$ cat src/rtl/yqrc_pkg.sv
// ----------------------------------------------------------------------------
// yqrc_pkg
// Types and fixed constants shared by the quad color converter modules.
// ----------------------------------------------------------------------------
package yqrc_pkg;

    localparam int NUM_LANES  = 4;
    localparam int LUMA_W     = 8;
    localparam int CHROMA_W   = 8;
    localparam int PIXEL_W    = 32;
    localparam int TERM_W     = 11;
    localparam int SUM_W      = 12;

    localparam logic [7:0] ALPHA_OPAQUE = 8'hFF;
    localparam logic [7:0] BYTE_MAX     = 8'hFF;
    localparam logic [7:0] BYTE_MIN     = 8'h00;

    // Milli-unit values of the conversion coefficients.
    localparam int MILLI_RV = 1140;
    localparam int MILLI_GU = 395;
    localparam int MILLI_GV = 581;
    localparam int MILLI_BU = 2033;

    typedef logic [LUMA_W-1:0]          t_luma;
    typedef logic signed [TERM_W-1:0]   t_term;
    typedef logic [PIXEL_W-1:0]         t_pixel;

    // Chroma terms shared by all four lanes.
    typedef struct packed {
        t_term r_add;
        t_term g_sub;
        t_term b_add;
    } t_chroma_terms;

endpackage

$ cat src/rtl/yuv_quad_to_rgba_converter_unit.sv
// ----------------------------------------------------------------------------
// yuv_quad_to_rgba_converter_unit
// Converts one 2x2 quad of 4:2:0 luma plus its shared chroma pair into four
// packed pixels (alpha, blue, green, red from the top byte down).
//
//   Channel  Direction  Handshake                 Payload
//   in       input      i_in_valid / o_in_ready   i_y_* (4 x 8b), i_u_byte, i_v_byte
//   out      output     o_out_valid / i_out_ready o_pixel_* (4 x 32b)
//
// Three registered stages: chroma multiply, chroma scaling, then the four
// pixel lanes into the output register. One quad is taken every cycle while
// the output side keeps up. A stall on the output fills the three stages,
// after which o_in_ready drops until the output item is taken.
// Reset clears the stage valid flags only; no clearing pass is needed.
// ----------------------------------------------------------------------------
module yuv_quad_to_rgba_converter_unit #(
    parameter int COEF_FRAC_BITS = 10
) (
    input  logic        i_clk,
    input  logic        i_rst_n,
    input  logic        i_in_valid,
    output logic        o_in_ready,
    input  logic [7:0]  i_y_top_left,
    input  logic [7:0]  i_y_top_right,
    input  logic [7:0]  i_y_bottom_left,
    input  logic [7:0]  i_y_bottom_right,
    input  logic [7:0]  i_u_byte,
    input  logic [7:0]  i_v_byte,
    output logic        o_out_valid,
    input  logic        i_out_ready,
    output logic [31:0] o_pixel_top_left,
    output logic [31:0] o_pixel_top_right,
    output logic [31:0] o_pixel_bottom_left,
    output logic [31:0] o_pixel_bottom_right
);

    localparam int PW = COEF_FRAC_BITS + 11;
    localparam int FIX_ONE = 1 << COEF_FRAC_BITS;
    localparam int COEF_RV = (yqrc_pkg::MILLI_RV * FIX_ONE + 500) / 1000;
    localparam int COEF_GU = (yqrc_pkg::MILLI_GU * FIX_ONE + 500) / 1000;
    localparam int COEF_GV = (yqrc_pkg::MILLI_GV * FIX_ONE + 500) / 1000;
    localparam int COEF_BU = (yqrc_pkg::MILLI_BU * FIX_ONE + 500) / 1000;
    localparam logic signed [PW-1:0] K_RV = PW'(COEF_RV);
    localparam logic signed [PW-1:0] K_GU = PW'(COEF_GU);
    localparam logic signed [PW-1:0] K_GV = PW'(COEF_GV);
    localparam logic signed [PW-1:0] K_BU = PW'(COEF_BU);

    // Pipeline control.
    logic w_adv1;
    logic w_adv2;
    logic w_adv3;

    // Stage 1: chroma products.
    logic                    r_s1_valid;
    yqrc_pkg::t_luma         r_s1_y [yqrc_pkg::NUM_LANES];
    logic signed [PW-1:0]    r_prod_rv;
    logic signed [PW-1:0]    r_prod_gu;
    logic signed [PW-1:0]    r_prod_gv;
    logic signed [PW-1:0]    r_prod_bu;
    logic signed [PW-1:0]    n_prod_rv;
    logic signed [PW-1:0]    n_prod_gu;
    logic signed [PW-1:0]    n_prod_gv;
    logic signed [PW-1:0]    n_prod_bu;
    logic signed [7:0]       w_u;
    logic signed [7:0]       w_v;
    logic signed [PW-1:0]    w_u_x;
    logic signed [PW-1:0]    w_v_x;
    yqrc_pkg::t_luma         w_in_y [yqrc_pkg::NUM_LANES];

    // Stage 2: scaled chroma terms.
    logic                    r_s2_valid;
    yqrc_pkg::t_luma         r_s2_y [yqrc_pkg::NUM_LANES];
    yqrc_pkg::t_chroma_terms r_terms;
    yqrc_pkg::t_chroma_terms n_terms;

    // Stage 3: packed pixels.
    logic                    r_out_valid;
    yqrc_pkg::t_pixel        r_pix [yqrc_pkg::NUM_LANES];
    yqrc_pkg::t_pixel        n_pix [yqrc_pkg::NUM_LANES];

    assign w_adv3     = !r_out_valid || i_out_ready;
    assign w_adv2     = !r_s2_valid || w_adv3;
    assign w_adv1     = !r_s1_valid || w_adv2;
    assign o_in_ready = w_adv1;

    assign w_in_y[0] = i_y_top_left;
    assign w_in_y[1] = i_y_top_right;
    assign w_in_y[2] = i_y_bottom_left;
    assign w_in_y[3] = i_y_bottom_right;

    // Subtracting 128 from a byte is the same as flipping its top bit.
    assign w_u = $signed({~i_u_byte[7], i_u_byte[6:0]});
    assign w_v = $signed({~i_v_byte[7], i_v_byte[6:0]});

    assign w_u_x = {{(PW-8){w_u[7]}}, w_u};
    assign w_v_x = {{(PW-8){w_v[7]}}, w_v};

    always_comb begin
        n_prod_rv = w_v_x * K_RV;
        n_prod_gu = w_u_x * K_GU;
        n_prod_gv = w_v_x * K_GV;
        n_prod_bu = w_u_x * K_BU;
    end

    yqrc_chroma #(
        .COEF_FRAC_BITS (COEF_FRAC_BITS)
    ) u_chroma (
        .i_prod_rv (r_prod_rv),
        .i_prod_gu (r_prod_gu),
        .i_prod_gv (r_prod_gv),
        .i_prod_bu (r_prod_bu),
        .o_terms   (n_terms)
    );

    for (genvar k = 0; k < yqrc_pkg::NUM_LANES; k++) begin : g_lane
        yqrc_lane u_lane (
            .i_luma  (r_s2_y[k]),
            .i_terms (r_terms),
            .o_pixel (n_pix[k])
        );
    end

    always_ff @(posedge i_clk) begin
        if (!i_rst_n) begin
            r_s1_valid  <= 1'b0;
            r_s2_valid  <= 1'b0;
            r_out_valid <= 1'b0;
        end else begin
            if (w_adv1) begin
                r_s1_valid <= i_in_valid;
            end
            if (w_adv2) begin
                r_s2_valid <= r_s1_valid;
            end
            if (w_adv3) begin
                r_out_valid <= r_s2_valid;
            end
        end
    end

    always_ff @(posedge i_clk) begin
        if (w_adv1 && i_in_valid) begin
            r_s1_y    <= w_in_y;
            r_prod_rv <= n_prod_rv;
            r_prod_gu <= n_prod_gu;
            r_prod_gv <= n_prod_gv;
            r_prod_bu <= n_prod_bu;
        end
        if (w_adv2 && r_s1_valid) begin
            r_s2_y  <= r_s1_y;
            r_terms <= n_terms;
        end
        if (w_adv3 && r_s2_valid) begin
            r_pix <= n_pix;
        end
    end

    assign o_out_valid          = r_out_valid;
    assign o_pixel_top_left     = r_pix[0];
    assign o_pixel_top_right    = r_pix[1];
    assign o_pixel_bottom_left  = r_pix[2];
    assign o_pixel_bottom_right = r_pix[3];

    // A held output with both inner stages full must back up the input.
    a_full_stall_blocks_input: assert property (@(posedge i_clk) disable iff (!i_rst_n)
        (r_s1_valid && r_s2_valid && r_out_valid && !i_out_ready) |-> !o_in_ready)
        else $error("input accepted while the whole pipeline is stalled");

    // An item in the middle stage moves to the output when the output frees up.
    a_s2_moves_out: assert property (@(posedge i_clk) disable iff (!i_rst_n)
        (r_s2_valid && w_adv3) |=> r_out_valid)
        else $error("item lost between the lanes and the output register");

    // An accepted item always reaches the product stage.
    a_accept_fills_s1: assert property (@(posedge i_clk) disable iff (!i_rst_n)
        (i_in_valid && o_in_ready) |=> r_s1_valid)
        else $error("accepted item did not enter the multiply stage");

    // Delivered pixels carry an opaque alpha byte; top-left and bottom-right are checked.
    a_alpha_opaque: assert property (@(posedge i_clk) disable iff (!i_rst_n)
        o_out_valid |-> (o_pixel_top_left[31:24] == yqrc_pkg::ALPHA_OPAQUE
                      && o_pixel_bottom_right[31:24] == yqrc_pkg::ALPHA_OPAQUE))
        else $error("output pixel with a wrong alpha byte");

endmodule

$ cat src/rtl/yqrc_chroma.sv
// ----------------------------------------------------------------------------
// yqrc_chroma
// Sums the green products and scales every chroma product down by the
// fraction width, truncating toward zero.
// ----------------------------------------------------------------------------
module yqrc_chroma #(
    parameter int COEF_FRAC_BITS = 10,
    localparam int PW = COEF_FRAC_BITS + 11
) (
    input  logic signed [PW-1:0]  i_prod_rv,
    input  logic signed [PW-1:0]  i_prod_gu,
    input  logic signed [PW-1:0]  i_prod_gv,
    input  logic signed [PW-1:0]  i_prod_bu,
    output yqrc_pkg::t_chroma_terms o_terms
);

    logic signed [PW:0] w_g_sum;

    // The magnitude is shifted and the sign put back, so negative values
    // round toward zero rather than toward minus infinity.
    function automatic yqrc_pkg::t_term trunc_scale(input logic signed [PW:0] p);
        logic [PW:0] mag;
        logic [PW:0] shifted;
        logic [PW:0] signed_res;
        mag        = p[PW] ? (~p + 1'b1) : p;
        shifted    = mag >> COEF_FRAC_BITS;
        signed_res = p[PW] ? (~shifted + 1'b1) : shifted;
        return signed_res[yqrc_pkg::TERM_W-1:0];
    endfunction

    assign w_g_sum = {i_prod_gu[PW-1], i_prod_gu} + {i_prod_gv[PW-1], i_prod_gv};

    always_comb begin
        o_terms.r_add = trunc_scale({i_prod_rv[PW-1], i_prod_rv});
        o_terms.g_sub = trunc_scale(w_g_sum);
        o_terms.b_add = trunc_scale({i_prod_bu[PW-1], i_prod_bu});
    end

endmodule

$ cat src/rtl/yqrc_lane.sv
// ----------------------------------------------------------------------------
// yqrc_lane
// One pixel lane: adds the shared chroma terms to a luma, clamps each
// channel to a byte and packs the pixel.
// ----------------------------------------------------------------------------
module yqrc_lane (
    input  yqrc_pkg::t_luma         i_luma,
    input  yqrc_pkg::t_chroma_terms i_terms,
    output yqrc_pkg::t_pixel        o_pixel
);

    logic signed [yqrc_pkg::SUM_W-1:0] w_y;
    logic signed [yqrc_pkg::SUM_W-1:0] w_r;
    logic signed [yqrc_pkg::SUM_W-1:0] w_g;
    logic signed [yqrc_pkg::SUM_W-1:0] w_b;
    logic [7:0] w_r8;
    logic [7:0] w_g8;
    logic [7:0] w_b8;

    function automatic logic [7:0] clamp_byte(input logic signed [yqrc_pkg::SUM_W-1:0] x);
        logic [7:0] res;
        if (x < 0) begin
            res = yqrc_pkg::BYTE_MIN;
        end else if (x > $signed({4'b0000, yqrc_pkg::BYTE_MAX})) begin
            res = yqrc_pkg::BYTE_MAX;
        end else begin
            res = x[7:0];
        end
        return res;
    endfunction

    assign w_y = $signed({4'b0000, i_luma});
    assign w_r = w_y + {i_terms.r_add[yqrc_pkg::TERM_W-1], i_terms.r_add};
    assign w_g = w_y - {i_terms.g_sub[yqrc_pkg::TERM_W-1], i_terms.g_sub};
    assign w_b = w_y + {i_terms.b_add[yqrc_pkg::TERM_W-1], i_terms.b_add};

    assign w_r8 = clamp_byte(w_r);
    assign w_g8 = clamp_byte(w_g);
    assign w_b8 = clamp_byte(w_b);

    assign o_pixel = {yqrc_pkg::ALPHA_OPAQUE, w_b8, w_g8, w_r8};

endmodule

$ cat config.mk
export PLATFORM = sky130hd
export DESIGN_NAME = yuv_quad_to_rgba_converter_unit
export DESIGN_NICKNAME = d
export VERILOG_FILES = /design/src/rtl/yqrc_pkg.sv /design/src/rtl/yuv_quad_to_rgba_converter_unit.sv /design/src/rtl/yqrc_chroma.sv /design/src/rtl/yqrc_lane.sv
export SDC_FILE = /design/constraint.sdc
export NUM_CORES = 1
export LEC_CHECK = 0
export BUFFER_PORTS_ARGS = -buffer_cell sky130_fd_sc_hd__buf_2
export CAP_MARGIN = 20
export CORE_AREA = 2 2 226 228
export CTS_BUF_LIST = sky130_fd_sc_hd__clkbuf_16
export CTS_CLUSTER_DIAMETER = 200
export DETAILED_ROUTE_END_ITERATION = 6
export DIE_AREA = 0 0 228 230
export GPL_TIMING_DRIVEN = 0
export MAX_ROUTING_LAYER = met4
export SYNTH_ARGS = -nofsm -noshare
export SYNTH_HDL_FRONTEND = slang
export SYNTH_HIERARCHICAL = 1
export SYNTH_SLANG_ARGS = --single-unit
$ cat constraint.sdc
create_clock -name i_clk -period 25.5 [get_ports i_clk]
set_input_delay 6.375 -clock i_clk [delete_from_list [all_inputs] [get_ports i_clk]]
set_output_delay 6.375 -clock i_clk [all_outputs]
set_load 0.05 [all_outputs]
==> results.sh, run 1 <==
export IMPL_status="complete, no violations"
export IMPL_rrSetupSlack_ns=21.52
export IMPL_final_cell_mix="296 x edfxtp_1, 287 x ha_1, 193 x inv_1, 184 x buf_2, 125 x a21oi_1"
export IMPL_finalSetupViolCount=0
export IMPL_ff2ff_path_depth=14
export IMPL_post_place_ws_ns=11.63
export IMPL_drc_errors=0
export IMPL_ioPinCount=182
export IMPL_cp_required_ns=19.12
export IMPL_skew_ns=0.0316
export IMPL_finalCriticalPeriod_ns=13.86
export IMPL_numCtsBuffers=37
export IMPL_critical_path_startpoint="i_out_ready"
export IMPL_grt_pass1_vias=15800
export IMPL_rsz0062_at_grt="false"
export IMPL_ys_warn_count=6
export IMPL_synth_cells=2034
export IMPL_place_hpwl_um=40800
export IMPL_ant_nets=0
export IMPL_cts_resized=0
export IMPL_dieWidth_um=228
export IMPL_place_congestion=0.916
export IMPL_route_vias_total=16100
export IMPL_grt_max_degree=35
export IMPL_crit_end="o_in_ready"
export IMPL_drt_total_wl_um=51800
export IMPL_rows=82
export IMPL_dr_pass1_iters=5
export IMPL_drive_above_1_share_pct=14.9
export IMPL_final_common_cell="edfxtp_1"
export IMPL_routed_via_density=5.38
export IMPL_initial_core_util_pct=44.6
export IMPL_fin_nets=2686
export IMPL_ys_ff_latch=299
export IMPL_crit_type="input port to output port"
export IMPL_syn_cell_area_um2=22200
export IMPL_synthFlopType="edfxtp_1"
export IMPL_overflow=0
export IMPL_drtIter0Drc=821
export IMPL_setup_tns_ns=0
export IMPL_h_tree_depth=2
export IMPL_coreArea_um2=49900
export IMPL_r2r_end="r_terms[17]"
export IMPL_root_buffer="clkbuf_16"
export IMPL_clk_latency_ns=0.56
export IMPL_cellLeakagePower_nw=10.7
export IMPL_drv_slew=0
export IMPL_yosysUniqueCellTypes=95
export IMPL_yosysSeqAreaShare_pct=40.2
export IMPL_tightestPinTransition_ns=0.748
export IMPL_area_growth_pct=14.6
export IMPL_timing_rr_start="r_prod_gv[4]"
export IMPL_ctsLongestPathBuffers=3
export IMPL_wl_per_cell_um=17.3
export IMPL_clk_pin_slew_ns=0.06
export IMPL_maxCapViolCount=0
export IMPL_post_cts_buffers=0
export IMPL_worst_setup_path_start_kind="input port"
export IMPL_portBuffers=181
export IMPL_setup_slack_ns=11.64
export IMPL_clock_sinks=299
export IMPL_avgSynthCellArea_um2=10.9
export IMPL_fmax_mhz=72.1
export IMPL_timing_final_hold_violations=0
export IMPL_antenna_found_initial=0
export IMPL_fillCellCount=4536
export IMPL_die_h_um=230
export IMPL_async_flop_share_pct=0
export IMPL_cp_arrival_ns=7.49
export IMPL_grt_pass1_wl_um=83000
export IMPL_powerDensity_nw_per_um2=91.1
export IMPL_synth_edf_count=296
export IMPL_ir_drop_mv=0.0530
export IMPL_diodes=0
export IMPL_grtUsageTotal_pct=20.5
export IMPL_cts_tree="built"
export IMPL_dieArea_um2=52400
export IMPL_worstHoldPathType="register to register"
export IMPL_crit_path_max_fanout=6
export IMPL_relSlewSlack_pct=50.1
export IMPL_period_share_pct=54.4
export IMPL_cts_hold_buf=0
export IMPL_endpoint_kind="output port"
[worst min path at each step]
stage                     cells after the start  slack, ns        from         end
final                                         0       0.42   r_s1_y[9]   r_s2_y[9]
after global routing                          0       0.42  r_s1_y[23]  r_s2_y[23]
after CTS                                     0       0.41  r_s1_y[12]  r_s2_y[12]
after detailed placement                      0       0.40  r_s1_y[12]  r_s2_y[12]
after global placement                        0       0.40   r_s1_y[7]   r_s2_y[7]
after floorplan                               0       0.40   r_s1_y[0]   r_s2_y[0]
[power breakdown]
part	switching, W	internal, W
combinational	0.000668	0.000458
sequential	0.0000623	0.000659
clock	0.000208	0.000266
total	0.000939	0.00138
[cells by family after synthesis]
kind of cell             after synthesis  synth area share [%]
AO/OA/AOI/OAI                        546                  17.4
XOR/XNOR                             161                  6.34
AND/OR/NAND/NOR                      438                  10.2
multiplexers                          10                 0.461
adder cells (fa/ha/maj)              338                  20.7
flip-flops                           299                  40.2
buffers and inverters                237                  4.61
other                                  5                0.0844
[critical path: stages]
cell,delay (ns)
buf_2,0.10
nor2b_1,0.57
nand3_1,0.18
buf_2,0.25
[layout make-up]
cell class | count | area [um^2] | share of cell area (%)
repair buffers | 192 | 1160 | 4.54
well taps | 672 | 841 | 3.30
multi-input cells | 1529 | 12400 | 48.7
flip-flops and latches | 299 | 8950 | 35.1
clock buffers | 37 | 926 | 3.63
clock inverters | 30 | 173 | 0.677
inverters | 189 | 709 | 2.78
plain buffers | 48 | 315 | 1.24
[stage by stage]
stage	cells	cell area, um^2	power (W)	util [%]	hold WS [ns]
4_1_cts	2996	25500	0.00234	51.1	0.415
5_1_grt	2996	25500	0.00250	51.1	0.422
3_5_place_dp	2929	24400	0.00185	48.9	0.405
3_3_place_gp	2918	24100	0.00183	48.3	0.402
6_report	2996	25500	0.00232	51.1	0.418
2_1_floorplan	2065	22400	0.00160	-	0.400
[sequential cells by signal, indices dropped and copies added (netlist names)]
| signal | cells |
|---|---|
| r_prod_bu | 20 |
| r_s2_valid | 1 |
| r_s2_y | 32 |
| o_pixel_top_left | 32 |
| o_pixel_bottom_left | 32 |
| r_s1_y | 32 |
| r_prod_gv | 17 |
| r_terms | 33 |
| r_prod_gu | 14 |
| o_pixel_top_right | 32 |
| o_out_valid | 1 |
| o_pixel_bottom_right | 32 |
| r_s1_valid | 1 |
| r_prod_rv | 20 |
[layer usage]
metal / up-vias / GRT usage (%) / wire (um)
li1: 8012 / - / -
met1: 7651 / 25.2 / 22800
met2: 358 / 34.2 / 24800
met3: 90 / 3.44 / 2400
met4: 0 / 6.88 / 1800
met5: - / - / 0
[cell usage after synthesis (all sizes together), types with 37 or more instances]
library cell  number  area share, %
a21o              45            1.5
a21oi            130            3.0
buf               37            1.2
edfxtp           296             40
fa                51            4.6
ha               287             16
inv              189            3.2
nand2            100            1.7
nor2             105            1.8
o21a              90            3.0
o21ai             83            1.9
xnor2            112            4.4
xor2              49            1.9
Power figures use the tool's default switching activity.
==> run 2: changes to the inputs <==
--- a/config.mk
+++ b/config.mk
@@ -5,13 +5,14 @@
 export SDC_FILE = /design/constraint.sdc
 export NUM_CORES = 1
 export LEC_CHECK = 0
+export ABC_AREA = 1
 export BUFFER_PORTS_ARGS = -buffer_cell sky130_fd_sc_hd__buf_2
 export CAP_MARGIN = 20
-export CORE_AREA = 2 2 226 228
+export CORE_AREA = 2 2 244 246
 export CTS_BUF_LIST = sky130_fd_sc_hd__clkbuf_16
 export CTS_CLUSTER_DIAMETER = 200
 export DETAILED_ROUTE_END_ITERATION = 6
-export DIE_AREA = 0 0 228 230
+export DIE_AREA = 0 0 246 248
 export GPL_TIMING_DRIVEN = 0
 export MAX_ROUTING_LAYER = met4
 export SYNTH_ARGS = -nofsm -noshare
==> constraint.sdc (replaced) <==
create_clock -name i_clk -period 14.15 [get_ports i_clk]
set_input_delay 3.5375 -clock i_clk [delete_from_list [all_inputs] [get_ports i_clk]]
set_output_delay 3.5375 -clock i_clk [all_outputs]
set_load 0.05 [all_outputs]
==> results.sh, run 2 <==
export IMPL_status="complete, no violations"
export IMPL_clock_sinks=299
export IMPL_ant_nets=0
export IMPL_setup_tns_ns=0
export IMPL_dr_pass1_iters=5
export IMPL_min_to="r_s2_y[4]"
export IMPL_seqPwrFrac_pct=28.5
export IMPL_powerDensity_nw_per_um2=152
export IMPL_clk_pin_slew_ns=0.06
export IMPL_root_buffer="clkbuf_16"
export IMPL_clkPwrFrac_pct=21.0
export IMPL_dieArea_um2=61000
export IMPL_worstHoldPathCells=0
export IMPL_route_vias_total=21300
export IMPL_numCtsBuffers=37
export IMPL_rsz0062_at_grt="false"
export IMPL_yosysUniqueCellTypes=45
export IMPL_synth_cells=3358
export IMPL_crit_path_max_fanout=3
export IMPL_async_flop_share_pct=0
export IMPL_worst_setup_path_start_kind="input port"
export IMPL_cts_hold_buf=0
export IMPL_maxCapViolCount=0
export IMPL_rrSetupSlack_ns=11.07
export IMPL_grt_max_degree=75
export IMPL_cellLeakagePower_nw=15.1
export IMPL_top_register="r_terms"
export IMPL_ioPinCount=182
export IMPL_antenna_found_initial=0
export IMPL_hold_start="r_s1_y[4]"
export IMPL_cts_resized=0
export IMPL_period_share_pct=54.9
export IMPL_portBuffers=181
export IMPL_synthFlopType="edfxtp_1"
export IMPL_synth_top_family_by_area="simple AND/OR/NAND/NOR gates"
export IMPL_fin_nets=4006
export IMPL_synthMuxAreaShare_pct=0
export IMPL_drv_slew=0
export IMPL_yosysSeqAreaShare_pct=34.3
export IMPL_place_hpwl_um=50900
export IMPL_synth_top_cell_area_share_pct=34.1
export IMPL_timing_rr_start="r_prod_gv[13]"
export IMPL_area_growth_pct=13.0
export IMPL_yosys_top_cells_count="977 x nand2_1, 609 x inv_1, 296 x edfxtp_1, 287 x ha_1, 247 x nor2_1"
export IMPL_drive_above_1_share_pct=11.6
export IMPL_tightestPinTransition_ns=1.05
export IMPL_internal_power_w=0.00250
export IMPL_coreArea_um2=58500
export IMPL_dieWidth_um=246
export IMPL_cp_arrival_ns=4.23
export IMPL_wl_per_cell_um=14.1
export IMPL_skew_ns=0.0253
export IMPL_ir_drop_mv=0.0813
export IMPL_drc_errors=0
export IMPL_drt_total_wl_um=62400
export IMPL_worstHoldPathType="register to register"
export IMPL_relSlewSlack_pct=30.3
export IMPL_ys_warn_count=6
export IMPL_initial_core_util_pct=44.6
export IMPL_avgSynthCellArea_um2=7.77
export IMPL_clk_latency_ns=0.57
export IMPL_overflow=0
export IMPL_combPwrFrac_pct=50.6
export IMPL_switchingPower_w=0.00198
export IMPL_h_tree_depth=2
export IMPL_post_cts_buffers=0
export IMPL_post_route_util_pct=50.4
export IMPL_ctsLongestPathBuffers=3
export IMPL_synth_fa_ha_area_share_pct=17.7
export IMPL_synth_edf_count=296
export IMPL_crit_type="input port to output port"
export IMPL_yosys_top_cells_area="edfxtp_1 34%, nand2_1 14%, ha_1 14%, inv_1 8.8%, nand3_1 4.4%"
export IMPL_grtUsageTotal_pct=21.2
export IMPL_final_cell_mix="977 x nand2_1, 612 x inv_1, 296 x edfxtp_1, 287 x ha_1, 247 x nor2_1"
export IMPL_cts_tree="built"
export IMPL_endpoint_kind="output port"
export IMPL_grt_pass1_vias=19800
export IMPL_yosys_area_share_simple_pct=28.0
export IMPL_synth_xor_area_share_pct=4.97
export IMPL_place_congestion=0.957
export IMPL_largest_register_ffs=33
export IMPL_r2r_end="r_terms[19]"
export IMPL_switching_share_pct=44.1
export IMPL_final_common_cell="nand2_1"
export IMPL_timing_final_hold_violations=0
export IMPL_finalCriticalPeriod_ns=7.77
export IMPL_finalSetupViolCount=0
export IMPL_routed_via_density=4.81
export IMPL_syn_cell_area_um2=26100
export IMPL_rows=89
export IMPL_synth_most_common_cell="nand2_1"
export IMPL_grt_pass1_wl_um=100000
export IMPL_synth_compound_area_share_pct=4.70
export IMPL_die_h_um=248
export IMPL_ys_ff_latch=299
export IMPL_cp_required_ns=10.61
export IMPL_drtIter0Drc=1255
export IMPL_ff2ff_path_depth=19
export IMPL_fmax_mhz=129
export IMPL_synth_top_area_cell="edfxtp_1"
==> run 2: layout make-up <==
cell class	count	area, um^2
Clock buffer	37	926
Inverter	626	2350
Clock inverter	29	277
Sequential cell	299	8950
Timing Repair Buffer	188	1080
Tap cell	773	967
Buffer	42	330
Antenna cell	1	2.50
Multi-Input combinational cell	2422	14600
Fill cell	5730	29000
==> run 2: per-layer routing <==
layer  vias up  part of all wire [%]  track usage, %
met3       100                   3.9            2.53
li1      11300                     -               -
met4         0                   3.0            6.52
met2       390                    48            36.3
met5         -                     0               -
met1      9510                    45            26.2
==> run 2: per-stage QoR <==
stage / cells / instance area (um^2) / total power (W) / worst slack (ns) / hold WS [ns]
floorplan: 3389 / 26200 / 0.00302 / 3.79 / 0.400
global placement: 4343 / 28100 / 0.00353 / 0.643 / 0.402
detailed placement: 4350 / 28300 / 0.00355 / 6.37 / 0.405
CTS: 4416 / 29500 / 0.00452 / 6.37 / 0.417
global route: 4416 / 29500 / 0.00490 / 6.32 / 0.424
finish: 4417 / 29500 / 0.00448 / 6.38 / 0.417
==> run 2: cell families (layout without fill, tap and decap cells) <==
logic type | after synthesis | count (layout)
fa+ha+maj | 338 | 338
flops | 299 | 299
compound gates | 228 | 228
xor+xnor | 148 | 148
buf+inv | 668 | 922
other cells | 5 | 37
simple gates | 1672 | 1672
==> run 2: worst max path at each step <==
stage,slack (ns),cells after the start,to,from
5_1_grt,6.32,6,o_in_ready,i_out_ready
3_5_place_dp,6.37,6,o_in_ready,i_out_ready
4_1_cts,6.37,6,o_in_ready,i_out_ready
6_report,6.38,6,o_in_ready,i_out_ready
3_3_place_gp,0.64,3,o_pixel_top_right[21],i_out_ready
2_1_floorplan,3.79,2,o_pixel_bottom_left[0],i_out_ready
==> run 2: critical path: stages <==
cell     delay, ns
buf_2         0.09
inv_1         0.09
nand2_1       0.08
nor2_1        0.12
nand2_1       0.09
buf_2         0.22
==> run 2: power groups by stage <==
| stage | combinational [W] | clock [W] | sequential [W] |
|---|---|---|---|
| floorplan | 0.00173 | 0 | 0.00129 |
| detailed placement | 0.00226 | 0 | 0.00129 |
| global route | 0.00262 | 0.00100 | 0.00128 |
| CTS | 0.00227 | 0.000970 | 0.00128 |
| finish | 0.00226 | 0.000939 | 0.00127 |
| global placement | 0.00223 | 0 | 0.00130 |
==> run 3: changes to the inputs <==
==> constraint.sdc (replaced) <==
create_clock -name i_clk -period 7.4 [get_ports i_clk]
set_input_delay 1.85 -clock i_clk [delete_from_list [all_inputs] [get_ports i_clk]]
set_output_delay 1.85 -clock i_clk [all_outputs]
set_load 0.05 [all_outputs]
==> results.sh, run 3 (synthesized netlist as in run 2, its figures left out) <==
export IMPL_top_register="r_terms"
export IMPL_fillCellCount=5749
export IMPL_status="complete, no violations"
export IMPL_die_h_um=248
export IMPL_critical_path_startpoint="i_v_byte[7]"
export IMPL_worst_setup_path_start_kind="input port"
export IMPL_timing_final_hold_violations=0
export IMPL_grtUsageTotal_pct=21.2
export IMPL_crit_top_cell="nand2_1"
export IMPL_drtIter0Drc=1253
export IMPL_root_buffer="clkbuf_16"
export IMPL_timing_rr_start="r_prod_bu[2]"
export IMPL_ir_drop_mv=0.193
export IMPL_area_growth_pct=12.4
export IMPL_clk_latency_ns=0.56
export IMPL_diodes=0
export IMPL_grt_pass1_vias=19800
export IMPL_dieArea_um2=61000
export IMPL_route_vias_total=21200
export IMPL_routed_via_density=4.81
export IMPL_crit_path_max_fanout=7
export IMPL_fmax_mhz=202
export IMPL_finalSetupViolCount=0
export IMPL_cp_required_ns=7.70
export IMPL_r2r_end="r_terms[20]"
export IMPL_portBuffers=181
export IMPL_antenna_found_initial=1
export IMPL_fin_hold_ws_ns=0.417
export IMPL_drv_slew=0
export IMPL_relSlewSlack_pct=32.1
export IMPL_worstHoldPathType="register to register"
export IMPL_place_hpwl_um=50800
export IMPL_largest_register_ffs=33
export IMPL_tightestPinTransition_ns=1.02
export IMPL_maxCapViolCount=0
export IMPL_ff2ff_path_depth=20
export IMPL_ant_nets=0
export IMPL_numCtsBuffers=35
export IMPL_crit_end="r_prod_gv[15]"
export IMPL_endpoint_kind="register"
export IMPL_final_area_um2=29300
export IMPL_cts_hold_buf=0
export IMPL_skew_ns=0.0271
export IMPL_cts_resized=0
export IMPL_clk_pin_slew_ns=0.06
export IMPL_dpl_cell_area_um2=28200
export IMPL_powerDensity_nw_per_um2=286
export IMPL_final_common_cell="nand2_1"
export IMPL_grt_max_degree=74
export IMPL_cpPeakStageDelay_ns=0.53
export IMPL_wl_per_cell_um=14.1
export IMPL_crit_type="input port to register"
export IMPL_ctsLongestPathBuffers=3
export IMPL_cellLeakagePower_nw=15.1
export IMPL_fin_nets=4003
export IMPL_place_congestion=0.936
export IMPL_initial_core_util_pct=44.6
export IMPL_dieWidth_um=246
export IMPL_coreArea_um2=58500
export IMPL_rrSetupSlack_ns=4.34
export IMPL_post_cts_buffers=0
export IMPL_cts_tree="built"
export IMPL_drc_errors=0
export IMPL_hold_start="r_s1_y[24]"
export IMPL_finalCriticalPeriod_ns=4.95
export IMPL_path_cells="buf_2 > inv_1 > ha_1 > fa_1 > inv_1 > fa_1 > inv_1 > fa_1 > ha_1 > nand2_1 > inv_1 > a21oi_1 > nand2_1 > nand2_1 > nand2_1 > nand2_1 > nand2_1"
export IMPL_rows=89
export IMPL_ioPinCount=182
export IMPL_overflow=0
export IMPL_drive_above_1_share_pct=11.4
export IMPL_grt_pass1_wl_um=100000
export IMPL_dr_pass1_iters=6
export IMPL_slowest_stage="fa_1"
export IMPL_clock_sinks=299
export IMPL_h_tree_depth=2
export IMPL_period_share_pct=67.0
export IMPL_rsz0062_at_grt="false"
export IMPL_final_cell_mix="977 x nand2_1, 615 x inv_1, 296 x edfxtp_1, 287 x ha_1, 247 x nor2_1"
export IMPL_cp_arrival_ns=5.25
export IMPL_drt_total_wl_um=62400
run 3: worst min-delay path by stage:
stage	to	slack [ns]	cells past startpoint
floorplan	r_s2_y[0]	0.40	0
global placement	r_s2_y[21]	0.40	0
detailed placement	r_s2_y[29]	0.40	0
CTS	r_s2_y[6]	0.42	0
global route	r_s2_y[24]	0.42	0
finish	r_s2_y[24]	0.42	0
run 3: power by group:
group	internal [W]	switching [W]	leakage (nW)
Combinational	0.00151	0.00283	11.7
Sequential	0.00221	0.000218	2.82
Clock	0.000926	0.000697	0.568
Total	0.00465	0.00375	15.1
run 3: layout make-up:
type / instances / area [um^2] / share of cell area [%]
Multi-Input combinational cell: 2422 / 14600 / 49.8
Sequential cell: 299 / 8950 / 30.5
Inverter: 626 / 2350 / 8.03
Timing Repair Buffer: 187 / 1040 / 3.55
Tap cell: 773 / 967 / 3.30
Clock buffer: 36 / 901 / 3.07
Buffer: 42 / 330 / 1.13
Clock inverter: 28 / 183 / 0.623
run 3: routing by layer:
layer / global-route usage [%] / wire length [um]
met1: 25.9 / 27400
met2: 36.1 / 30000
met3: 2.87 / 2780
met4: 7.33 / 2090
met5: - / 0
run 3: metrics by stage:
stage          setup slack, ns  instances  TNS [ns]  utilization (%)  power [W]
3_3_place_gp            -0.495       4343    -59.53             48.1    0.00675
3_5_place_dp              1.87       4349         0             48.3    0.00679
2_1_floorplan             1.32       3389         0                -    0.00578
4_1_cts                   2.44       4413         0             50.2    0.00846
5_1_grt                   2.27       4413         0             50.2    0.00917
6_report                  2.45       4413         0             50.2    0.00839
run 3: worst max-delay path, delay by kind of cell:
family / cells / cell delay (ns)
AOI/OAI and AO/OA: 1 / 0.13
adders and majority gates: 5 / 2.25
buffers and inverters: 5 / 0.51
and+or+nand+nor: 6 / 0.50
